### config.mk
export PLATFORM = sky130hd
export DESIGN_NAME = chm_ctrl
export DESIGN_NICKNAME = d
export VERILOG_FILES = /design/src/hw/rtl/chm_pkg.sv /design/src/hw/rtl/chm_ctrl.sv
export SDC_FILE = /design/constraint.sdc
export NUM_CORES = 1
export LEC_CHECK = 0
export CORE_MARGIN = 2
export CORE_UTILIZATION = 50
export CTS_CLUSTER_SIZE = 28
export DETAILED_ROUTE_END_ITERATION = 16
export DONT_BUFFER_PORTS = 1
export REMOVE_ABC_BUFFERS = 1
export SLEW_MARGIN = 10
export SYNTH_ARGS = -nofsm -noshare
export SYNTH_HDL_FRONTEND = slang
export SYNTH_SLANG_ARGS = --single-unit
### constraint.sdc
create_clock -name clk -period 3.84 [get_ports clk]
set_clock_uncertainty 0.1 [all_clocks]
set_input_delay 0.192 -clock clk [delete_from_list [all_inputs] [get_ports clk]]
set_output_delay 0.192 -clock clk [all_outputs]
set_load 0.03 [all_outputs]
### src/hw/rtl/chm_pkg.sv
// Shared types and constants for the chained hash map.
package chm_pkg;

  localparam logic [31:0] GOLDEN_Q32 = 32'd2654435769;

  localparam logic [1:0] KIND_INSERT = 2'd0;
  localparam logic [1:0] KIND_REMOVE = 2'd1;
  localparam logic [1:0] KIND_SEARCH = 2'd2;
  localparam logic [1:0] KIND_NONE   = 2'd3;

  localparam logic CFG_HASH_MODE    = 1'b0;
  localparam logic CFG_INIT_BUCKETS = 1'b1;

  localparam logic HASH_MULT = 1'b0;
  localparam logic HASH_MOD  = 1'b1;

  typedef struct packed {
    logic [1:0]         kind;
    logic [30:0]        key;
    logic signed [31:0] value;
  } in_item_t;

  typedef struct packed {
    logic               found;
    logic signed [31:0] value_out;
    logic               status;
    logic [8:0]         entry_count;
    logic [8:0]         bucket_count;
  } out_item_t;

  typedef enum logic [1:0] {
    HS_IDLE,
    HS_MUL1,
    HS_MUL2,
    HS_DIV
  } hash_st_t;

  typedef enum logic [4:0] {
    ST_CLEAR,
    ST_IDLE,
    ST_HSTART,
    ST_HWAIT,
    ST_TAKEHEAD,
    ST_WALK,
    ST_CMP,
    ST_TAKEVAL,
    ST_POP,
    ST_RSCHK,
    ST_RCLR,
    ST_RBKT,
    ST_RTAKE,
    ST_RNODE,
    ST_RKEY,
    ST_RHW,
    ST_RRELINK,
    ST_RCPR,
    ST_RCPW,
    ST_FIN
  } ctrl_st_t;

  typedef enum logic [4:0] {
    OP_NONE,
    OP_LOAD,
    OP_HASH_ITEM,
    OP_RD_HEAD,
    OP_TAKE_HEAD,
    OP_RD_NODE,
    OP_STEP,
    OP_UPDATE,
    OP_RD_VAL,
    OP_TAKE_VAL,
    OP_UNLINK,
    OP_FULL,
    OP_RD_FREE,
    OP_ALLOC,
    OP_GROW,
    OP_SHRINK,
    OP_CLR_SPARE,
    OP_RD_BKT,
    OP_TAKE_BKT,
    OP_NEXT_BKT,
    OP_NODE_HASH,
    OP_RD_SPARE,
    OP_RELINK,
    OP_CP_RD,
    OP_CP_WR,
    OP_CLEAR,
    OP_FINISH
  } dp_op_t;

  typedef struct packed {
    dp_op_t op;
    logic   cfg_wr;
  } dp_cmd_t;

  typedef struct packed {
    logic [1:0] kind;
    logic       cur_null;
    logic       key_match;
    logic       hash_done;
    logic       full;
    logic       fsp_nz;
    logic       grow;
    logic       shrink;
    logic       clr_last;
    logic       nb_last;
    logic       b_last;
  } dp_status_t;

endpackage

### src/hw/rtl/chm_ctrl.sv
// Controller: sequences lookup, update, removal, allocation, rehash and clearing.
module chm_ctrl (
  input  logic                clk,
  input  logic                rst_n,
  input  logic                in_valid,
  output logic                in_stall,
  output logic                out_valid,
  input  logic                out_stall,
  input  logic                cfg_valid,
  output logic                cfg_ready,
  input  chm_pkg::dp_status_t st,
  output chm_pkg::dp_cmd_t    cmd
);

  chm_pkg::ctrl_st_t state_r, state_nxt;
  logic out_valid_r, out_valid_nxt;
  logic out_free;

  assign cfg_ready = (state_r == chm_pkg::ST_IDLE) || (state_r == chm_pkg::ST_CLEAR);
  assign in_stall  = (state_r != chm_pkg::ST_IDLE) || cfg_valid;
  assign out_free  = !out_valid_r || !out_stall;

  always_comb begin
    state_nxt  = state_r;
    cmd.op     = chm_pkg::OP_NONE;
    cmd.cfg_wr = cfg_valid && cfg_ready;
    out_valid_nxt = (out_valid_r && !out_stall) ? 1'b0 : out_valid_r;
    case (state_r)
      chm_pkg::ST_CLEAR: begin
        if (!cmd.cfg_wr) begin
          cmd.op = chm_pkg::OP_CLEAR;
          if (st.clr_last) state_nxt = chm_pkg::ST_IDLE;
        end
      end
      chm_pkg::ST_IDLE: begin
        if (cmd.cfg_wr) begin
          state_nxt = chm_pkg::ST_CLEAR;
        end else if (in_valid) begin
          cmd.op    = chm_pkg::OP_LOAD;
          state_nxt = chm_pkg::ST_HSTART;
        end
      end
      chm_pkg::ST_HSTART: begin
        if (st.kind == chm_pkg::KIND_NONE) begin
          state_nxt = chm_pkg::ST_FIN;
        end else begin
          cmd.op    = chm_pkg::OP_HASH_ITEM;
          state_nxt = chm_pkg::ST_HWAIT;
        end
      end
      chm_pkg::ST_HWAIT: begin
        if (st.hash_done) begin
          cmd.op    = chm_pkg::OP_RD_HEAD;
          state_nxt = chm_pkg::ST_TAKEHEAD;
        end
      end
      chm_pkg::ST_TAKEHEAD: begin
        cmd.op    = chm_pkg::OP_TAKE_HEAD;
        state_nxt = chm_pkg::ST_WALK;
      end
      chm_pkg::ST_WALK: begin
        if (!st.cur_null) begin
          cmd.op    = chm_pkg::OP_RD_NODE;
          state_nxt = chm_pkg::ST_CMP;
        end else if (st.kind == chm_pkg::KIND_INSERT) begin
          if (st.full) begin
            cmd.op    = chm_pkg::OP_FULL;
            state_nxt = chm_pkg::ST_FIN;
          end else if (st.fsp_nz) begin
            cmd.op    = chm_pkg::OP_RD_FREE;
            state_nxt = chm_pkg::ST_POP;
          end else begin
            cmd.op    = chm_pkg::OP_ALLOC;
            state_nxt = chm_pkg::ST_RSCHK;
          end
        end else begin
          state_nxt = chm_pkg::ST_FIN;
        end
      end
      chm_pkg::ST_CMP: begin
        if (!st.key_match) begin
          cmd.op    = chm_pkg::OP_STEP;
          state_nxt = chm_pkg::ST_WALK;
        end else if (st.kind == chm_pkg::KIND_INSERT) begin
          cmd.op    = chm_pkg::OP_UPDATE;
          state_nxt = chm_pkg::ST_FIN;
        end else if (st.kind == chm_pkg::KIND_REMOVE) begin
          cmd.op    = chm_pkg::OP_UNLINK;
          state_nxt = chm_pkg::ST_RSCHK;
        end else begin
          cmd.op    = chm_pkg::OP_RD_VAL;
          state_nxt = chm_pkg::ST_TAKEVAL;
        end
      end
      chm_pkg::ST_TAKEVAL: begin
        cmd.op    = chm_pkg::OP_TAKE_VAL;
        state_nxt = chm_pkg::ST_FIN;
      end
      chm_pkg::ST_POP: begin
        cmd.op    = chm_pkg::OP_ALLOC;
        state_nxt = chm_pkg::ST_RSCHK;
      end
      chm_pkg::ST_RSCHK: begin
        if (st.grow) begin
          cmd.op    = chm_pkg::OP_GROW;
          state_nxt = chm_pkg::ST_RCLR;
        end else if (st.shrink) begin
          cmd.op    = chm_pkg::OP_SHRINK;
          state_nxt = chm_pkg::ST_RCLR;
        end else begin
          state_nxt = chm_pkg::ST_FIN;
        end
      end
      chm_pkg::ST_RCLR: begin
        cmd.op = chm_pkg::OP_CLR_SPARE;
        if (st.nb_last) state_nxt = chm_pkg::ST_RBKT;
      end
      chm_pkg::ST_RBKT: begin
        cmd.op    = chm_pkg::OP_RD_BKT;
        state_nxt = chm_pkg::ST_RTAKE;
      end
      chm_pkg::ST_RTAKE: begin
        cmd.op    = chm_pkg::OP_TAKE_BKT;
        state_nxt = chm_pkg::ST_RNODE;
      end
      chm_pkg::ST_RNODE: begin
        if (st.cur_null) begin
          cmd.op    = chm_pkg::OP_NEXT_BKT;
          state_nxt = st.b_last ? chm_pkg::ST_RCPR : chm_pkg::ST_RBKT;
        end else begin
          cmd.op    = chm_pkg::OP_RD_NODE;
          state_nxt = chm_pkg::ST_RKEY;
        end
      end
      chm_pkg::ST_RKEY: begin
        cmd.op    = chm_pkg::OP_NODE_HASH;
        state_nxt = chm_pkg::ST_RHW;
      end
      chm_pkg::ST_RHW: begin
        if (st.hash_done) begin
          cmd.op    = chm_pkg::OP_RD_SPARE;
          state_nxt = chm_pkg::ST_RRELINK;
        end
      end
      chm_pkg::ST_RRELINK: begin
        cmd.op    = chm_pkg::OP_RELINK;
        state_nxt = chm_pkg::ST_RNODE;
      end
      chm_pkg::ST_RCPR: begin
        cmd.op    = chm_pkg::OP_CP_RD;
        state_nxt = chm_pkg::ST_RCPW;
      end
      chm_pkg::ST_RCPW: begin
        cmd.op    = chm_pkg::OP_CP_WR;
        state_nxt = st.nb_last ? chm_pkg::ST_FIN : chm_pkg::ST_RCPR;
      end
      chm_pkg::ST_FIN: begin
        if (out_free) begin
          cmd.op        = chm_pkg::OP_FINISH;
          out_valid_nxt = 1'b1;
          state_nxt     = chm_pkg::ST_IDLE;
        end
      end
      default: state_nxt = chm_pkg::ST_CLEAR;
    endcase
  end

  always_ff @(posedge clk) begin
    if (!rst_n) begin
      state_r     <= chm_pkg::ST_CLEAR;
      out_valid_r <= 1'b0;
    end else begin
      state_r     <= state_nxt;
      out_valid_r <= out_valid_nxt;
    end
  end

  assign out_valid = out_valid_r;

endmodule

Word level (Yosys, flattened, before mapping)
Cells that the tools add are included.

Register bits: 6. Output and inout bits: 9. Word-level logic and storage cells: 85.

Multiplexer cells: 43. Equal/unequal tests: 29. Reduce and logical (&&, ||, !) cells: 11.

Operators with widths (number): $mux 5 (22); $pmux 5 s20 (1); $pmux 5 s19 (1); $eq 5x4->1 const B (8); $mux 4 (7); $eq 5x3->1 const B (4); $eq 5x5->1 const B (4); $ne 2x2->1 const B (6); $eq 5x2->1 const B (2); $mux 2 (4); $mux 1 (7); $reduce_and 7->1 (1); $eq 5x1->1 const B (1); $logic_not 5->1 (1); $ne 5x1->1 const B (1); $logic_or 1x1->1 (3); $mux 3 (1); $ne 3x3->1 const B (1); $eq 2x1->1 const B (1); $eq 2x2->1 const B (1); $logic_and 1x1->1 (2); $logic_not 1->1 (2); $logic_not 2->1 (1); $reduce_or 2->1 (1).

Longest topological paths before layout
Gate-level depths: netlist of run 1.

Depth after elaboration: 5. Depth in mapped cells: 7. Mapped depth without buffers: 5.

Worst setup path after synthesis of run 1
Ideal clock, no wire load.

Path kind: flip-flop to output port. Start: register state_r[1]. End: output cmd[0] (netlist name). Setup slack: 1.686 ns. Buffers on the path: 1. Arrival time: 1.862 ns. Required time: 3.548 ns. Cell stages (with the launch flop): 6. Path through: dfxtp_1 -> buf_2 -> nor2_2 -> inv_1 -> nor3_1 -> and2_1.

RTL lines: start: declaration (RTL line chm_ctrl.sv:15) `chm_pkg::ctrl_st_t state_r, state_nxt;`; start signal: assignment (RTL line chm_ctrl.sv:170) `state_r <= chm_pkg::ST_CLEAR;`; start signal: assignment (RTL line chm_ctrl.sv:173) `state_r <= state_nxt;`; end: declaration (RTL line chm_ctrl.sv:12) `output chm_pkg::dp_cmd_t cmd`.

==> flow_summary.json, run 1 <==
{
  "r2r_cells": 5,
  "final_max_slew_viol_count": 0,
  "finalWirelength_mm": 3.60,
  "ys_ff_latch": 6,
  "timing.final.crit_share_pct": 75.3,
  "cts_tree": "done",
  "antenna_found_initial": 0,
  "synth_edf_count": 0,
  "grt_max_degree": 25,
  "numCtsBuffers": 3,
  "netlist_area_mm2": 0.00110,
  "worst_pin_slew_ns": 0.966,
  "post_cts_buffers": 0,
  "p_leak_nw": 0.361,
  "cp-start-kind": "register",
  "via_per_inst": 7.25,
  "cp_slowest_stage_delay_ns": 0.86,
  "cap_violations": 0,
  "avgSynthCellArea_um2": 6.37,
  "path_max_fanout": 24,
  "coreArea_mm2": 0.00202,
  "holdPathStages": 2,
  "yosysUniqueCellTypes": 47,
  "grt_overflow": 0,
  "ys_warn_count": 0,
  "cts_resized": 0,
  "slew_headroom_pct": 35.0,
  "end_kind": "output pin",
  "synth-async-reset-ratio_pct": 0,
  "synth_top_family_by_area": "simple AND/OR/NAND/NOR gates",
  "cp_slowest_cell": "dfxtp_1",
  "ctsLongestPathBuffers": 2,
  "ff2ff_setup_slack_ns": 1.43,
  "drive_above_1_share_pct": 6.75,
  "first_pass_iters": 5,
  "postRouteAntennaNets": 0,
  "io_buffers": 0,
  "holdCritStartpoint": "rst_n",
  "insertion_delay_ns": 0.25,
  "syn_inst": 173,
  "r2r_end": "state_r[0]",
  "grt_pass1_wl_mm": 5.98,
  "hold_viol": 0,
  "cts-root-buf": "clkbuf_4",
  "grt_pass1_vias": 1256,
  "area_growth_pct": 0.000272,
  "finish.net_count": 182,
  "die_h_um": 51.0,
  "worstHoldPathType": "input port to register",
  "wire_per_inst_um": 18.9,
  "ctsHtreeMaxLevel": 1,
  "hold_buffers": 0,
  "die_w_um": 51.0,
  "muxShareOfSynthArea_pct": 0,
  "synth-simple-area-share_pct": 41.5,
  "rsz0062_at_grt": "no",
  "yosys.area_share.adder_pct": 0,
  "synth_compound_area_share_pct": 37.2,
  "dp_hpwl_mm": 2.63,
  "fin_setup_tns_ns": 0,
  "crit_type": "register to output pin",
  "synth_xor_area_share_pct": 0.795,
  "n_antenna_cell": 0,
  "r2r_start": "state_r[3]",
  "vias": 1377,
  "finalSetupViolCount": 0,
  "vdd_drop_max_mv": 0.247,
  "layout_min_cycle_time_ns": 2.89,
  "nFillCells": 208,
  "powerDensity_mw_per_mm2": 459,
  "cts.sinks": 6,
  "cp_data_arrival_time_ns": 2.60,
  "drtIter0Drc": 131,
  "clkSlewWorstSetupHoldPaths_ns": 0.04,
  "max_freq_ghz": 0.346,
  "seq_area_frac_synth_pct": 10.9,
  "gp_congestion": 0.962,
  "drcViolationCount": 0,
  "die_area_mm2": 0.00260,
  "io_pins": 26,
  "initial_utilization_pct": 54.5,
  "whs_endpoint": "state_r[2]",
  "regArea_um2": 120,
  "crit_required_ns": 3.55,
  "status": "finished clean",
  "path_cells": "nor2b_1 > nand2_1 > o32ai_1 > a211oi_1 > o21ai_1",
  "synthFlopType": "dfxtp_1",
  "multi_input_area_um2": 877,
  "holdWs_ns": 0.0545,
  "num_rows": 16,
  "grt_use_total_pct": 29.7
}
-- cell usage in the layout (no fill, tap or decap), drive strengths merged, types with 2 or more instances in the layout --
| master | n |
|---|---|
| nor2 | 9 |
| a32oi | 2 |
| a21oi | 11 |
| clkbuf | 3 |
| buf | 2 |
| a211oi | 3 |
| nand3 | 18 |
| nor4b | 2 |
| o21ai | 13 |
| o211ai | 3 |
| o32ai | 3 |
| or4 | 3 |
| dfxtp | 6 |
| nand2 | 16 |
| a22oi | 3 |
| and3b | 2 |
| o31ai | 5 |
| nand2b | 6 |
| nor3 | 7 |
| nand3b | 2 |
| o2bb2ai | 2 |
| a31oi | 4 |
| nor2b | 7 |
| and2 | 2 |
| o22ai | 4 |
| inv | 9 |
-- kinds of logic after synthesis --
group | after synthesis
buf+inv | 24
simple gates | 82
xor+xnor | 1
flops | 6
compound gates | 60
-- synth_stat cells (2+ instances only) --
library cell | instances | share of area (%)
nand3_1 | 17 | 7.7
nand2_1 | 16 | 5.4
a21oi_1 | 11 | 5.0
o21ai_0 | 10 | 4.5
buf_2 | 9 | 4.1
inv_1 | 9 | 3.1
nor2_1 | 8 | 2.7
nor2b_1 | 7 | 4.0
nor3_1 | 7 | 3.2
dfxtp_1 | 6 | 11
nand2b_1 | 6 | 3.4
clkbuf_1 | 5 | 1.7
o31ai_1 | 5 | 3.4
a31oi_1 | 4 | 2.3
a211oi_1 | 3 | 2.0
a22oi_1 | 3 | 2.0
o211ai_1 | 3 | 2.0
o21ai_1 | 3 | 1.4
o22ai_1 | 3 | 1.7
o32ai_1 | 3 | 2.4
or4_1 | 3 | 2.0
a32oi_1 | 2 | 1.6
and2_1 | 2 | 1.1
and3b_1 | 2 | 1.6
nand3b_1 | 2 | 1.4
nor4b_1 | 2 | 1.6
o2bb2ai_1 | 2 | 1.6
-- cell type report --
type                            instances  area share, %
Clock buffer                            3           2.04
Inverter                                9           3.06
Multi-Input combinational cell        143           79.6
Sequential cell                         6           10.9
Timing Repair Buffer                    2           1.36
Tap cell                               27           3.06
-- where the power goes --
part | switching, mW | internal [mW]
clock network | 0.0222 | 0.0353
logic | 0.221 | 0.109
registers | 0.0476 | 0.0715
total | 0.291 | 0.216
-- worst max path at each step --
stage	start	to	slack [ns]	cells past startpoint
floorplan	state_r[0]	cmd[2]	1.62	4
global placement	state_r[3]	cmd[2]	1.32	5
detailed placement	state_r[0]	cmd[2]	1.26	4
CTS	state_r[0]	cmd[2]	1.02	4
global route	state_r[0]	cmd[2]	0.79	4
finish	state_r[3]	cmd[2]	0.95	5
-- worst max-delay path, delay by kind of cell, from the launching register on --
kind	cells	cell delay (ns)
AOI/OAI and AO/OA	3	0.79
DFF	1	0.86
and+or+nand+nor	2	0.71
-- sequential cells by signal, summed over array words and instances (netlist names) --
register and cells:
out_valid 1, state_r 5
-- through the flow --
step / util, % / setup slack, ns / cell area [um2] / power, mW / instances
6_report: 54.5 / 0.949 / 1100 / 0.506 / 190
5_1_grt: 54.5 / 0.790 / 1100 / 0.540 / 190
4_1_cts: 54.5 / 1.02 / 1100 / 0.499 / 190
3_5_place_dp: 53.4 / 1.26 / 1080 / 0.440 / 187
3_3_place_gp: 53.4 / 1.32 / 1080 / 0.440 / 187
2_1_floorplan: - / 1.62 / 1030 / 0.362 / 158
-- layer usage --
layer / track usage, % / wire length (um) / up-vias / part of all wire, %
met3: 2.63 / 429 / 19 / 12
met2: 47.4 / 1620 / 101 / 45
met1: 40.1 / 1410 / 625 / 39
met5: 0 / 0 / - / 0
met4: 14.0 / 136 / 0 / 3.8
li1: - / - / 632 / -
Power figures use the tool's default switching activity.
==> inputs of run 2 (changes only) <==
--- a/config.mk
+++ b/config.mk
@@ -5,11 +5,13 @@
 export SDC_FILE = /design/constraint.sdc
 export NUM_CORES = 1
 export LEC_CHECK = 0
+export ABC_AREA = 1
 export CORE_MARGIN = 2
 export CORE_UTILIZATION = 50
 export CTS_CLUSTER_SIZE = 28
 export DETAILED_ROUTE_END_ITERATION = 16
 export DONT_BUFFER_PORTS = 1
+export PLACE_DENSITY = 0.68
 export REMOVE_ABC_BUFFERS = 1
 export SLEW_MARGIN = 10
 export SYNTH_ARGS = -nofsm -noshare
==> constraint.sdc (replaced) <==
create_clock -name clk -period 2.3 [get_ports clk]
set_clock_uncertainty 0.1 [all_clocks]
set_input_delay 0.115 -clock clk [delete_from_list [all_inputs] [get_ports clk]]
set_output_delay 0.115 -clock clk [all_outputs]
set_load 0.03 [all_outputs]
==> run 2 against run 1 <==
  * Sequential cell count did not move
  * Synthesized area fell by 0.11%
  * Register-to-register slack got worse by 0.87 ns
  * Setup slack got worse by 0.75 ns
  * Core utilization rose by 3.5 points
  * Design area rose by 6.5%
  * Via count rose by 3.4%
  * Clock-buffer cell count did not move
  * Clock power rose by 77%
  * Largest cell class unchanged
  * Highest routed layer unchanged
==> flow_summary.json, run 2 <==
{
  "worst_pin_slew_ns": 0.452,
  "num_rows": 16,
  "worstHoldPathType": "input port to register",
  "grt_use_total_pct": 28.0,
  "insertion_delay_ns": 0.25,
  "powerDensity_mw_per_mm2": 573,
  "mostFrequentLayoutCells": "nand2_1 (57), nor2_1 (37), inv_1 (27), nand3_1 (22), a21oi_1 (11)",
  "max_freq_ghz": 0.475,
  "regArea_um2": 120,
  "postRouteAntennaNets": 0,
  "holdPathStages": 3,
  "cap_violations": 0,
  "yosysUniqueCellTypes": 27,
  "top_register": "state_r",
  "grt_pass1_vias": 1250,
  "gp_congestion": 1.03,
  "coreArea_mm2": 0.00202,
  "slew_headroom_pct": 69.8,
  "crit_type": "register to output pin",
  "grt_pass1_wl_mm": 5.58,
  "drtIter0Drc": 94,
  "synth_top_family_by_area": "simple AND/OR/NAND/NOR gates",
  "yosys.area_share.adder_pct": 0,
  "io_pins": 26,
  "crit_required_ns": 2.09,
  "hold_viol": 0,
  "layout_min_cycle_time_ns": 2.10,
  "status": "finished clean",
  "synthFlopType": "dfxtp_1",
  "numCtsBuffers": 3,
  "cp_slowest_cell": "dfxtp_1",
  "synth-simple-area-share_pct": 63.6,
  "via_per_inst": 5.86,
  "fin_setup_tns_ns": 0,
  "worstSetupPathDepth": 7,
  "n_antenna_cell": 0,
  "post_cts_buffers": 0,
  "path_max_fanout": 9,
  "die_area_mm2": 0.00259,
  "critPathBufInv": 0,
  "clkSlewWorstSetupHoldPaths_ns": 0.05,
  "largest_reg_flops": 5,
  "synth_compound_area_share_pct": 13.1,
  "synth-async-reset-ratio_pct": 0,
  "netlist_area_mm2": 0.00110,
  "vias": 1424,
  "end_kind": "output pin",
  "grt_max_degree": 10,
  "io_buffers": 0,
  "dp_worst_setup_slack_ns": 0.483,
  "timing.final.crit_share_pct": 91.5,
  "die_w_um": 50.9,
  "ctsLongestPathBuffers": 2,
  "drcViolationCount": 0,
  "hold_buffers": 1,
  "muxShareOfSynthArea_pct": 0,
  "synth_xor_area_share_pct": 0,
  "grt_overflow": 0,
  "antenna_found_initial": 0,
  "multi_input_area_um2": 845,
  "cts.sinks": 6,
  "drive_above_1_share_pct": 13.0,
  "ys_warn_count": 0,
  "wire_per_inst_um": 13.8,
  "cts-root-buf": "clkbuf_4",
  "finalWirelength_mm": 3.35,
  "cp-start-kind": "register",
  "cts_resized": 0,
  "finalSetupViolCount": 0,
  "synth_top_area_share_pct": 19.4,
  "cts_tree": "done",
  "seq_area_frac_synth_pct": 10.9,
  "rsz0062_at_grt": "no",
  "finish.net_count": 235,
  "vdd_drop_max_mv": 0.369,
  "initial_utilization_pct": 54.5,
  "layout_setup_ws_ns": 0.196,
  "yosys.area.top_type": "nand2_1",
  "avgSynthCellArea_um2": 5.22,
  "nFillCells": 220,
  "syn_inst": 211,
  "final_max_slew_viol_count": 0,
  "cp_data_arrival_time_ns": 1.89,
  "ys_top_cells_by_area": "nand2_1 (19%), nor2_1 (13%), dfxtp_1 (11%)",
  "ctsHtreeMaxLevel": 1,
  "netlist_top_cells_count": "nand2_1 (57), nor2_1 (37), inv_1 (27)",
  "r2r_cells": 8,
  "critical-path-top-delay-family": "simple AND/OR/NAND/NOR gates",
  "die_h_um": 50.9,
  "synth.most_common_cell": "nand2_1",
  "final_common_cell": "nand2_1",
  "area_growth_pct": 6.59,
  "p_leak_nw": 0.612,
  "synth_edf_count": 0,
  "dp_hpwl_mm": 2.74,
  "path_cells": "nor2_2 > nand2_2 > nor2_4 > nand2_1 > o22ai_1 > nor3_1 > nand3_1",
  "first_pass_iters": 5,
  "cp_slowest_stage_delay_ns": 0.59,
  "ys_ff_latch": 6
}
-- run 2: cell count changes in the layout (fill, tap and decap cells not counted), moves of 6 or more --
cell / delta
nand2b_1: -6
inv_1: +18
nand2_1: +41
nor2_4: +6
nor2_1: +29
nor2b_1: -7
-- run 2: path summary, 6_finish.rpt --
kind         startpoint         end  slack, ns
min reg2reg  state_r[3]  state_r[3]       0.51
min               st[7]  state_r[2]       0.07
max          state_r[1]      cmd[1]       0.20
max reg2reg  state_r[1]  state_r[4]       0.56
-- run 2: per-stage QoR --
step / std cells / utilization [%] / hold WS (ns) / power, mW / instance area [um2]
global route: 243 / 58.0 / 0.109 / 0.724 / 1170
detailed placement: 239 / 56.4 / 0.246 / 0.565 / 1140
finish: 243 / 58.0 / 0.0744 / 0.672 / 1170
CTS: 243 / 58.0 / 0.0723 / 0.669 / 1170
floorplan: 208 / - / 0.208 / 0.470 / 1080
global placement: 239 / 56.4 / 0.239 / 0.560 / 1140
-- run 2: final cells by class --
cell class                 count  area share (%)
clock buffer                   3            1.92
inverter                      30            9.59
multi-input combinational    172            72.0
sequential                     6            10.2
tap                           27            2.88
timing repair buffer           5            3.41
-- run 2: cells by family (layout without fill, tap and decap cells) --
family,count (synthesis),after routing
simple gates,146,146
compound gates,26,26
buf+inv,33,38
flops,6,6
-- run 2: power breakdown --
group          switching [mW]  internal [mW]  total (mW)
logic                   0.310          0.120       0.430
clock network          0.0423         0.0593       0.102
registers              0.0258          0.115       0.141
total                   0.378          0.294       0.672
-- run 2: worst min-delay path, stage by stage --
cell and delay [ns]:
inv_1 0.06, nand2_1 0.12, a21oi_1 0.08
-- run 2: metal layers --
metal	GRT usage [%]	vias up	share of wire (%)
met4	2.70	0	0.75
met5	0	-	0
met1	38.3	623	42
met3	4.97	7	11
met2	47.2	97	47
li1	-	697	-
